File: config.mk
export PLATFORM = sky130hd
export DESIGN_NAME = fen_board_parser
export DESIGN_NICKNAME = d
export VERILOG_FILES = /design/src/sv/fbp_pkg.sv /design/src/sv/fbp_front.sv /design/src/sv/fbp_queue.sv /design/src/sv/fbp_back.sv /design/src/sv/fen_board_parser.sv
export SDC_FILE = /design/constraint.sdc
export NUM_CORES = 1
export LEC_CHECK = 0
export BUFFER_PORTS_ARGS = -buffer_cell sky130_fd_sc_hd__buf_2
export CORE_MARGIN = 1.5
export CORE_UTILIZATION = 59
export CTS_CLUSTER_DIAMETER = 120
export DETAILED_ROUTE_END_ITERATION = 8
export GPL_ROUTABILITY_DRIVEN = 0
export PLACE_DENSITY_LB_ADDON = 0.12
export SYNTH_ARGS = -nofsm -noshare
export SYNTH_HDL_FRONTEND = slang
export SYNTH_SLANG_ARGS = --single-unit
File: constraint.sdc
create_clock -name clk -period 3.8 [get_ports clk]
set_input_delay 0.38 -clock clk [delete_from_list [all_inputs] [get_ports clk]]
set_output_delay 0.38 -clock clk [all_outputs]
set_load 0.005 [all_outputs]
File: src/sv/fbp_pkg.sv
package fbp_pkg;

	localparam int QUEUE_DEPTH_DEF = 2;
	localparam int FILES_PER_RANK = 8;
	localparam int SPACES_WANTED = 5;
	localparam int SPACES_MAX = 6;

	localparam logic [7:0] CH_NUL = 8'd0;
	localparam logic [7:0] CH_SPACE = 8'd32;
	localparam logic [7:0] CH_SLASH = 8'd47;
	localparam logic [7:0] CH_DIGIT_LO = 8'd48;
	localparam logic [7:0] CH_DIGIT_HI = 8'd57;
	localparam logic [7:0] CH_UPPER_LO = 8'd65;
	localparam logic [7:0] CH_UPPER_HI = 8'd90;

	localparam logic [4:0] COLOUR_WHITE = 5'd8;
	localparam logic [4:0] COLOUR_BLACK = 5'd16;

	localparam logic RK_SQUARE = 1'b0;
	localparam logic RK_STATUS = 1'b1;

	typedef enum logic [2:0] {
		OP_END   = 3'd0,
		OP_SPACE = 3'd1,
		OP_SLASH = 3'd2,
		OP_DIGIT = 3'd3,
		OP_PIECE = 3'd4,
		OP_OTHER = 3'd5
	} op_kind_t;

	typedef struct packed {
		op_kind_t   kind;
		logic [3:0] digit;
		logic [4:0] piece;
	} op_t;

	function automatic logic [2:0] piece_class(input logic [7:0] c);
		logic [2:0] t;
		begin
			case (c)
				8'd107, 8'd75: t = 3'd1;
				8'd112, 8'd80: t = 3'd2;
				8'd110, 8'd78: t = 3'd3;
				8'd98, 8'd66:  t = 3'd4;
				8'd114, 8'd82: t = 3'd5;
				8'd113, 8'd81: t = 3'd6;
				default:       t = 3'd0;
			endcase
			return t;
		end
	endfunction

endpackage

File: src/sv/fbp_front.sv
module fbp_front import fbp_pkg::*; (
	input  logic [7:0] char_code,
	input  logic       in_valid,
	output logic       in_stall,
	input  logic       q_full,
	output logic       q_push,
	output op_t        q_op
);

	logic [4:0] colour;

	assign in_stall = q_full;
	assign q_push = in_valid && !q_full;

	always_comb begin
		colour = (char_code inside {[CH_UPPER_LO:CH_UPPER_HI]}) ? COLOUR_WHITE : COLOUR_BLACK;
		q_op.digit = char_code[3:0];
		q_op.piece = {2'b00, piece_class(char_code)} | colour;
		if (char_code == CH_NUL)
			q_op.kind = OP_END;
		else if (char_code == CH_SPACE)
			q_op.kind = OP_SPACE;
		else if (char_code == CH_SLASH)
			q_op.kind = OP_SLASH;
		else if (char_code inside {[CH_DIGIT_LO:CH_DIGIT_HI]})
			q_op.kind = OP_DIGIT;
		else
			q_op.kind = OP_PIECE;
	end

endmodule

File: src/sv/fbp_queue.sv
module fbp_queue import fbp_pkg::*; #(
	parameter int DEPTH = QUEUE_DEPTH_DEF
) (
	input  logic clk,
	input  logic arst_n,
	input  logic push,
	input  op_t  push_op,
	output logic full,
	input  logic pop,
	output logic q_valid,
	output op_t  q_op
);

	localparam int PW = (DEPTH > 1) ? $clog2(DEPTH) : 1;
	localparam int CW = $clog2(DEPTH + 1);

	op_t           mem_q [DEPTH];
	logic [PW-1:0] wr_q;
	logic [PW-1:0] rd_q;
	logic [CW-1:0] cnt_q;

	assign full = (cnt_q == CW'(DEPTH));
	assign q_valid = (cnt_q != '0);
	assign q_op = mem_q[rd_q];

	always_ff @(posedge clk) begin
		if (push)
			mem_q[wr_q] <= push_op;
	end

	always_ff @(posedge clk or negedge arst_n) begin
		if (!arst_n) begin
			wr_q <= '0;
			rd_q <= '0;
			cnt_q <= '0;
		end else begin
			if (push)
				wr_q <= (wr_q == PW'(DEPTH - 1)) ? '0 : wr_q + 1'b1;
			if (pop)
				rd_q <= (rd_q == PW'(DEPTH - 1)) ? '0 : rd_q + 1'b1;
			if (push && !pop)
				cnt_q <= cnt_q + 1'b1;
			else if (pop && !push)
				cnt_q <= cnt_q - 1'b1;
		end
	end

	a_cnt_bound: assert property (@(posedge clk) disable iff (!arst_n)
		cnt_q <= CW'(DEPTH)) else $error("queue count past depth");
	a_no_overrun: assert property (@(posedge clk) disable iff (!arst_n)
		!(push && full)) else $error("push into full queue");
	a_no_underrun: assert property (@(posedge clk) disable iff (!arst_n)
		!(pop && !q_valid)) else $error("pop from empty queue");

endmodule

File: src/sv/fbp_back.sv
module fbp_back import fbp_pkg::*; (
	input  logic       clk,
	input  logic       arst_n,
	input  logic       q_valid,
	input  op_t        q_op,
	output logic       pop,
	output logic       result_kind,
	output logic [5:0] square_index,
	output logic [4:0] piece_id,
	output logic       failed,
	output logic       out_valid,
	input  logic       out_stall
);

	logic       in_placement_q;
	logic [3:0] file_q;
	logic [2:0] rank_q;
	logic [2:0] spaces_q;
	logic       ovf_q;
	logic       out_valid_q;
	logic       kind_q;
	logic [5:0] sq_q;
	logic [4:0] pc_q;
	logic       fail_q;
	logic [4:0] nf;
	logic       res_now;

	assign pop = q_valid && (!out_valid_q || !out_stall);
	assign out_valid = out_valid_q;
	assign result_kind = kind_q;
	assign square_index = sq_q;
	assign piece_id = pc_q;
	assign failed = fail_q;
	assign nf = {1'b0, file_q} + {1'b0, q_op.digit};
	// a beat leaves on every end byte and on each in-bounds piece
	assign res_now = pop && ((q_op.kind == OP_END) ||
		((q_op.kind == OP_PIECE || q_op.kind == OP_OTHER) && in_placement_q && !ovf_q
		&& file_q < 4'(FILES_PER_RANK)));

	always_ff @(posedge clk) begin
		if (pop) begin
			if (q_op.kind == OP_END) begin
				kind_q <= RK_STATUS;
				sq_q <= '0;
				pc_q <= '0;
				fail_q <= in_placement_q || ovf_q || (spaces_q != 3'(SPACES_WANTED));
			end else begin
				kind_q <= RK_SQUARE;
				sq_q <= {rank_q, file_q[2:0]};
				pc_q <= q_op.piece;
				fail_q <= 1'b0;
			end
		end
	end

	always_ff @(posedge clk or negedge arst_n) begin
		if (!arst_n) begin
			in_placement_q <= 1'b1;
			file_q <= '0;
			rank_q <= 3'd7;
			spaces_q <= '0;
			ovf_q <= 1'b0;
			out_valid_q <= 1'b0;
		end else begin
			out_valid_q <= res_now || (out_valid_q && out_stall);
			if (pop) begin
				case (q_op.kind)
					OP_END: begin
						in_placement_q <= 1'b1;
						file_q <= '0;
						rank_q <= 3'd7;
						spaces_q <= '0;
						ovf_q <= 1'b0;
					end
					OP_SPACE: begin
						in_placement_q <= 1'b0;
						if (spaces_q < 3'(SPACES_MAX))
							spaces_q <= spaces_q + 1'b1;
					end
					OP_SLASH: begin
						if (in_placement_q) begin
							file_q <= '0;
							if (rank_q == '0)
								ovf_q <= 1'b1;
							else
								rank_q <= rank_q - 1'b1;
						end
					end
					OP_DIGIT: begin
						if (in_placement_q) begin
							if (nf > 5'(FILES_PER_RANK)) begin
								ovf_q <= 1'b1;
								file_q <= 4'(FILES_PER_RANK);
							end else begin
								file_q <= nf[3:0];
							end
						end
					end
					OP_PIECE, OP_OTHER: begin
						if (in_placement_q) begin
							if (ovf_q || file_q >= 4'(FILES_PER_RANK)) begin
								ovf_q <= 1'b1;
							end else begin
								file_q <= file_q + 1'b1;
							end
						end
					end
					default: ;
				endcase
			end
		end
	end

	a_file_bound: assert property (@(posedge clk) disable iff (!arst_n)
		file_q <= 4'(FILES_PER_RANK)) else $error("file past board edge");
	a_space_sat: assert property (@(posedge clk) disable iff (!arst_n)
		spaces_q <= 3'(SPACES_MAX)) else $error("space count past saturation");
	a_end_clears: assert property (@(posedge clk) disable iff (!arst_n)
		pop && q_op.kind == OP_END |=> in_placement_q && !ovf_q && spaces_q == '0
		&& out_valid_q && kind_q == RK_STATUS) else $error("end of string left state");

endmodule

File: src/sv/fen_board_parser.sv
// An accepted byte waits in the op queue; the back end pops it, updates the
// board state and registers its result beat, one byte per cycle while the
// queue has room; by default it holds two ops, filling while results stall.
// Reset (arst_n low, async): queue empty, no result, placement field, rank 7,
// file 0, no spaces, no overflow.
module fen_board_parser import fbp_pkg::*; #(
	parameter int QUEUE_DEPTH = QUEUE_DEPTH_DEF
) (
	input  logic       clk,
	input  logic       arst_n,
	input  logic [7:0] char_code,
	input  logic       in_valid,
	output logic       in_stall,
	output logic       result_kind,
	output logic [5:0] square_index,
	output logic [4:0] piece_id,
	output logic       failed,
	output logic       out_valid,
	input  logic       out_stall
);

	logic q_full;
	logic q_push;
	op_t  push_op;
	logic q_pop;
	logic q_valid;
	op_t  q_op;

	fbp_front u_front (
		.char_code (char_code),
		.in_valid  (in_valid),
		.in_stall  (in_stall),
		.q_full    (q_full),
		.q_push    (q_push),
		.q_op      (push_op)
	);

	fbp_queue #(.DEPTH(QUEUE_DEPTH)) u_queue (
		.clk     (clk),
		.arst_n  (arst_n),
		.push    (q_push),
		.push_op (push_op),
		.full    (q_full),
		.pop     (q_pop),
		.q_valid (q_valid),
		.q_op    (q_op)
	);

	fbp_back u_back (
		.clk          (clk),
		.arst_n       (arst_n),
		.q_valid      (q_valid),
		.q_op         (q_op),
		.pop          (q_pop),
		.result_kind  (result_kind),
		.square_index (square_index),
		.piece_id     (piece_id),
		.failed       (failed),
		.out_valid    (out_valid),
		.out_stall    (out_stall)
	);

endmodule

Word level (Yosys, flattened, before mapping)
Memories as Yosys holds them, arrays and structs flattened.
Index checks and enable logic that the tools add are counted.
{"block": "totals", "ff_bits": 30, "ram_bits": 24, "out_inout_bits": 15, "word_cells": 137, "n_memories": 1}
{"name": "u_queue.mem_q", "words": 2, "word_bits": 12, "rd": 1, "rd_ports_with_merged_regs": 0, "wr": 1, "line_no": "fbp_queue.sv:17", "source": "op_t mem_q [DEPTH];"}
{"block": "classes", "n_addsub": 8, "order_cmp": 8, "eq_ne": 30, "muxes": 32, "bitwise_logic": 1, "reduce_logical": 44}
{"operator": "== test 8 x 7 -> 1 bit, second input constant", "count": 12}
{"operator": "2-to-1 mux 3 bit", "count": 7}
{"operator": "2-to-1 mux 4 bit", "count": 5}
{"operator": "one-hot mux 3 bit (6 select lines)", "count": 1}
{"operator": "== test 8 x 6 -> 1 bit, second input constant", "count": 2}
{"operator": "one-hot mux 4 bit (4 select lines)", "count": 1}
{"operator": "!= test 2 x 1 -> 1 bit, second input constant", "count": 7}
{"operator": "OR reduction 2 bit", "count": 7}
{"operator": "one-hot mux 3 bit (2 select lines)", "count": 2}
{"operator": "logical AND 1 bit", "count": 11}
{"operator": "2-to-1 mux 1 bit", "count": 11}
{"operator": "greater-or-equal comparator 8 x 6 -> 1 bit, second input constant", "count": 1}
{"operator": "greater-or-equal comparator 8 x 7 -> 1 bit, second input constant", "count": 1}
{"operator": "<= comparator 8 x 6 -> 1 bit, second input constant", "count": 1}
{"operator": "<= comparator 8 x 7 -> 1 bit, second input constant", "count": 1}
{"operator": "logical NOT 8 bit", "count": 1}
{"operator": "AND reduction 8 bit", "count": 1}
{"operator": "nonzero test 2 bit", "count": 4}
{"operator": "logical OR 1 bit", "count": 7}
{"operator": "== test 3 x 2 -> 1 bit, second input constant", "count": 2}
{"operator": "== test 3 bit, second input constant", "count": 2}
{"operator": "logical NOT 1 bit", "count": 6}
{"operator": "logical NOT 3 bit", "count": 2}
{"operator": "AND reduction 6 bit", "count": 1}
{"operator": "other kinds (24)", "count": 27}

Logic depth before layout (Yosys ltp)
An unclocked memory read counts as a cell.
{"block": "logic_depth", "ltp_word": 9, "mapped_depth": 10, "mapped_depth_nobuf": 8}

Cells and area by module
From an unflattened synthesis, not the netlist that was laid out.
{"block": "hier_totals", "hier_cells": 234, "hier_area_um2": 2882.8}
{"mod": "fbp_back", "instances": 1, "cells_per_inst": 141, "area_per_inst_um2": 1526.5, "seq_area_each_um2": 720.7}
{"mod": "fbp_queue", "instances": 1, "cells_per_inst": 53, "area_per_inst_um2": 1089.8, "seq_area_each_um2": 820.8}
{"mod": "fbp_front", "instances": 1, "cells_per_inst": 40, "area_per_inst_um2": 266.5, "seq_area_each_um2": 0.0}

Worst setup path after synthesis
Ideal clock, no wire load.
{"block": "synth_timing", "kind": "flip-flop to flip-flop", "from": "reg u_queue.rd_q", "to": "reg u_back.file_q[2]", "setup_ns": 0.078, "arrival_time_ns": 2.609, "t_required_ns": 3.722, "path_slack_ns": 1.114, "stages_incl_launch_ff": 11, "path_buffers": 2, "period_less_slack_ns": 2.686, "path_cell_list": "dfrtp_1 -> buf_6 -> buf_2 -> mux2_2 -> ha_1 -> fa_1 -> or2_2 -> a211oi_1 -> o31ai_1 -> o32a_1 -> o21ai_1"}
{"block": "synth_between", "elab_chain_len": 6, "word_cells_on_any_way": 18, "cone_classes": "add/sub: 1; order compare: 1; eq/ne: 8; mux: 3; reduce/logical: 4; memory: 1"}
{"element": "start, declared", "line_no": "fbp_queue.sv:19", "source": "logic [PW-1:0] rd_q;"}
{"element": "start signal, assigned", "line_no": "fbp_queue.sv:40", "source": "rd_q <= (rd_q == PW'(DEPTH - 1)) ? '0 : rd_q + 1'b1;"}
{"element": "memory read (2 x 12 bit) (*)"}
{"element": "adder 4 x 4 -> 5 bit", "line_no": "fbp_back.sv:34", "source": "assign nf = {1'b0, file_q} + {1'b0, q_op.digit};"}
{"element": "greater-than comparator 5 x 4 -> 1 bit", "line_no": "fbp_back.sv:91", "source": "if (nf > 5'(FILES_PER_RANK)) begin"}
{"element": "2-to-1 mux 4 bit", "line_no": "fbp_back.sv:91"}
{"element": "2-to-1 mux 4 bit", "line_no": "fbp_back.sv:90", "source": "if (in_placement_q) begin"}
{"element": "one-hot mux 4 bit (4 select lines)", "line_no": "fbp_back.sv:67", "source": "case (q_op.kind)"}
{"element": "end signal, assigned", "line_no": "fbp_back.sv:93", "source": "file_q <= 4'(FILES_PER_RANK);"}
{"element": "end signal, assigned", "line_no": "fbp_back.sv:95", "source": "file_q <= nf[3:0];"}
{"element": "end signal, assigned", "line_no": "fbp_back.sv:104", "source": "file_q <= file_q + 1'b1;"}
{"element": "end, declared", "line_no": "fbp_back.sv:16", "source": "logic [3:0] file_q;"}
Every way passes the cells marked *; elsewhere a longest branch is shown, timed or not. The select of a mux whose other input is x is not followed.
A chain may end at the register's enable or synchronous reset.

Worst setup path in the final report
{"block": "layout_timing", "from": "reg u_queue.rd_q", "to": "reg u_back.file_q[0]"}
Same word-level chain as after synthesis.

==> impl_results.md <==
- Outcome: finished clean
- Type of origin of the critical path: register
- Hold Crit Class: in -> reg
- Clock skew: 0.00969 ns
- WP data required: roughly 4.0 ns
- Worst-Skew Late Latency: 0.32 ns
- Worst Setup SP: u_queue.rd_q$_DFFE_PN0P_
- Area growth, synth to finish: 10.1%
- Share of cells above drive strength 1: 0.186
- Hold WS: 0.312 ns
- Max Cap Viol: 0
- Vias in the first global route: 1,829
- Largest net degree at the start of global routing: 19
- Vias: 1,865
- Total leakage power: approximately 1.3 nW
- Worst-Margin Slew: between 0.9 and 1 ns
- Initial drt markers: 114
- Total Nets Final: 292
- Clk pin slew, worst setup/hold paths: around 0.10 ns
- Reg2Reg Setup Slack: a little under 1 ns
- Global-route wire length before repair: 8350 um
- Clock Sinks: 54
- RSZ-0062 raised after global routing: no
- Critical path class: reg -> reg
- R2R Path Start: u_queue.rd_q$_DFFE_PN0P_
- Number of diodes: 0
- Netlist cell types: 53
- Flop pwr share: 0.465
- Post-CTS Setup Bufs: 0
- Psw: 837 uW
- CTS tree: built
- Fin crit period: 2.81 ns
- Post-DP HPWL: 3610 um
- Root Buffer: clkbuf_8
- Setup crit end kind: register
- Core Area: 4440 um^2
- Hold Startpoint: out_stall
- Highest clock rate: 356 MHz
- Drt wl/cell: approximately 15 um
- Deepest clock path buffer count: 2
- Placed insts: 312
- Peak supply drop: 0.414 mV
- Die Ht: 71.6 um
- Cells after synthesis: 237
- Internal: 1.42 mW
- H-tree level count: 2
- Final Hold Vio Count: 0
- Sw Share: 0.370
- Post-synth EDFFs: 37
- Mapped Avg Cell Area: 11.7 um^2
- GRT overflow: 0
- DIE AREA: ~5100 um^2
- Residual DRC: 0
- Slew Limit Fails: 0
- Final Cycle Share: 0.740
- Final number of setup-violating endpoints: 0
- Area of the mapped netlist: roughly 2800 um^2
- Gate power share: 0.389
- Clk pwr share: 0.146
- Mapped Nets: 261
- Post-synth ARST share: 0.315
- WL final: around 5000 um
- Crit path DAT: approximately 3.0 ns
- Slew Limit Headroom: 0.335
- # IOs: 27
- Via-per-instance ratio: roughly 5.8
- Register area share after synthesis: 0.554
- Ys flop type: edfxtp_1
- Core Util, Final: 0.689
- Die X: 71.6 um
- Syn. warnings: 0
- Final ANT Viol Nets: 0
- Critical-path maximum fanout: 10
- Initial antenna violation count: 0
- Row count: 24
- Flops & latches, synth: 54
- Port bufs: 26
- CTS buffer count: 5
- Total iterations of the first detailed-routing run: 6
- Pwr Density: about 740 nW/um^2
- Finished Layout Cells: roughly 320
- Initial Util: 0.626
- GRT Overall Usage: 0.212
- Sum Neg Setup Slack: 0 ns
==> repair_timing <==
item | 4_1_cts | 5_1_grt
resized for setup | 0 | 0
hold buffers | 1 | 0
hold endpoints to repair | 13 | 0
==> sequential cells by signal (all words and copies together), names as in the netlist <==
| name | flops |
|---|---|
| u_back.rank_q | 3 |
| u_back.spaces_q | 3 |
| u_queue.wr_q | 1 |
| u_back.piece_id | 5 |
| u_back.ovf_q | 1 |
| u_back.square_index | 6 |
| u_back.failed | 1 |
| u_queue.mem_q | 24 |
| u_back.result_kind | 1 |
| u_queue.rd_q | 1 |
| u_back.in_placement_q | 1 |
| u_back.out_valid | 1 |
| u_queue.cnt_q | 2 |
| u_back.file_q | 4 |
==> layer usage <==
layer  vias up  track usage  part of all wire
met5         -            0                 0
met1       875        0.294              0.49
li1        936            -                 -
met3         9       0.0478             0.036
met2        45        0.326              0.45
met4         0       0.0860             0.023
==> critical path, cell delays in order, from the launching register on <==
cell,delay (ns)
dfrtp_1,0.61
mux2_2,0.40
ha_1,0.21
fa_1,0.46
nand2_1,0.10
a211oi_1,0.07
o31ai_1,0.52
a2bb2oi_1,0.22
o21ai_1,0.08
==> power groups by stage <==
| stage | logic (mW) | registers (mW) | clock network [mW] |
|---|---|---|---|
| global route | 0.987 | 1.08 | 0.354 |
| floorplan | 0.675 | 1.02 | 0 |
| CTS | 0.887 | 1.05 | 0.338 |
| detailed placement | 0.884 | 1.06 | 0 |
| global placement | 0.850 | 1.05 | 0 |
| finish | 0.879 | 1.05 | 0.329 |
==> cell families after synthesis <==
logic type	synth area share
and+or+nand+nor	0.157
DFF	0.554
xor gates and xnor gates	0.0252
AOI/OAI and AO/OA	0.141
muxes	0.0396
buffers and inverters	0.0256
adders and majority gates	0.0567
==> synth_stat cells (2+ instances only) <==
| cell type | count | area share |
|---|---|---|
| nor3_1 | 6 | 0.011 |
| and4b_1 | 2 | 0.0072 |
| a21o_1 | 3 | 0.0081 |
| nor2_1 | 23 | 0.031 |
| and3_1 | 4 | 0.0090 |
| a2bb2oi_1 | 3 | 0.0095 |
| a31oi_1 | 2 | 0.0045 |
| nand3_1 | 4 | 0.0072 |
| a211oi_1 | 3 | 0.0081 |
| dfstp_2 | 4 | 0.038 |
| edfxtp_1 | 37 | 0.40 |
| xor2_1 | 3 | 0.0095 |
| mux2i_1 | 5 | 0.018 |
| nand2_1 | 20 | 0.027 |
| ha_1 | 11 | 0.050 |
| nor2b_1 | 5 | 0.011 |
| mux2_2 | 4 | 0.016 |
| xnor2_1 | 5 | 0.016 |
| buf_2 | 3 | 0.0054 |
| and2_1 | 4 | 0.0090 |
| dfrtp_1 | 13 | 0.12 |
| inv_1 | 12 | 0.016 |
| nand3b_1 | 3 | 0.0081 |
| nand2b_1 | 4 | 0.0090 |
| o22ai_1 | 3 | 0.0068 |
| o21ai_0 | 9 | 0.016 |
| a21oi_1 | 11 | 0.020 |
| o21ai_1 | 6 | 0.011 |
==> placed cells by master (no fill, tap or decap), types with 4 or more instances in the layout <==
master	synthesis	final
a21oi_1	11	11
and2_1	4	4
and3_1	4	4
buf_2	3	26
clkbuf_8	0	5
dfrtp_1	13	13
dfstp_2	4	4
edfxtp_1	37	37
ha_1	11	11
inv_1	12	12
mux2_2	4	4
mux2i_1	5	5
nand2_1	20	20
nand2b_1	4	4
nand3_1	4	4
nor2_1	23	23
nor2b_1	5	5
nor3_1	6	6
o21ai_0	9	9
o21ai_1	6	6
xnor2_1	5	5
==> per-stage QoR <==
step	total power [mW]	worst slack, ns	cell area (um^2)
after CTS	2.28	0.993	3060
after global routing	2.42	0.832	3060
after detailed placement	1.95	1.02	2960
after floorplan	1.70	1.11	2780
after global placement	1.90	1.12	2960
final	2.26	0.990	3060
==> worst paths after layout <==
path,endpoint,cells after the start
max,u_back.file_q[0]$_DFFE_PN0P_,8
min,u_back.out_valid$_DFF_PN0_,3
max reg2reg,u_back.file_q[0]$_DFFE_PN0P_,8
min reg2reg,u_queue.wr_q$_DFFE_PN0P_,1
max in group asynchronous,u_back.rank_q[1]$_DFFE_PN1P_,2
min in group asynchronous,u_queue.rd_q$_DFFE_PN0P_,2
==> area by class of cell <==
class,count,area [um^2]
sequential,54,1540
fill,348,1380
multi-input combinational,167,1170
timing repair buffer,28,148
clock buffer,5,68.8
tap,52,65.1
inverter,12,45.0
clock inverter,3,25.0
Power figures use the tool's default switching activity.
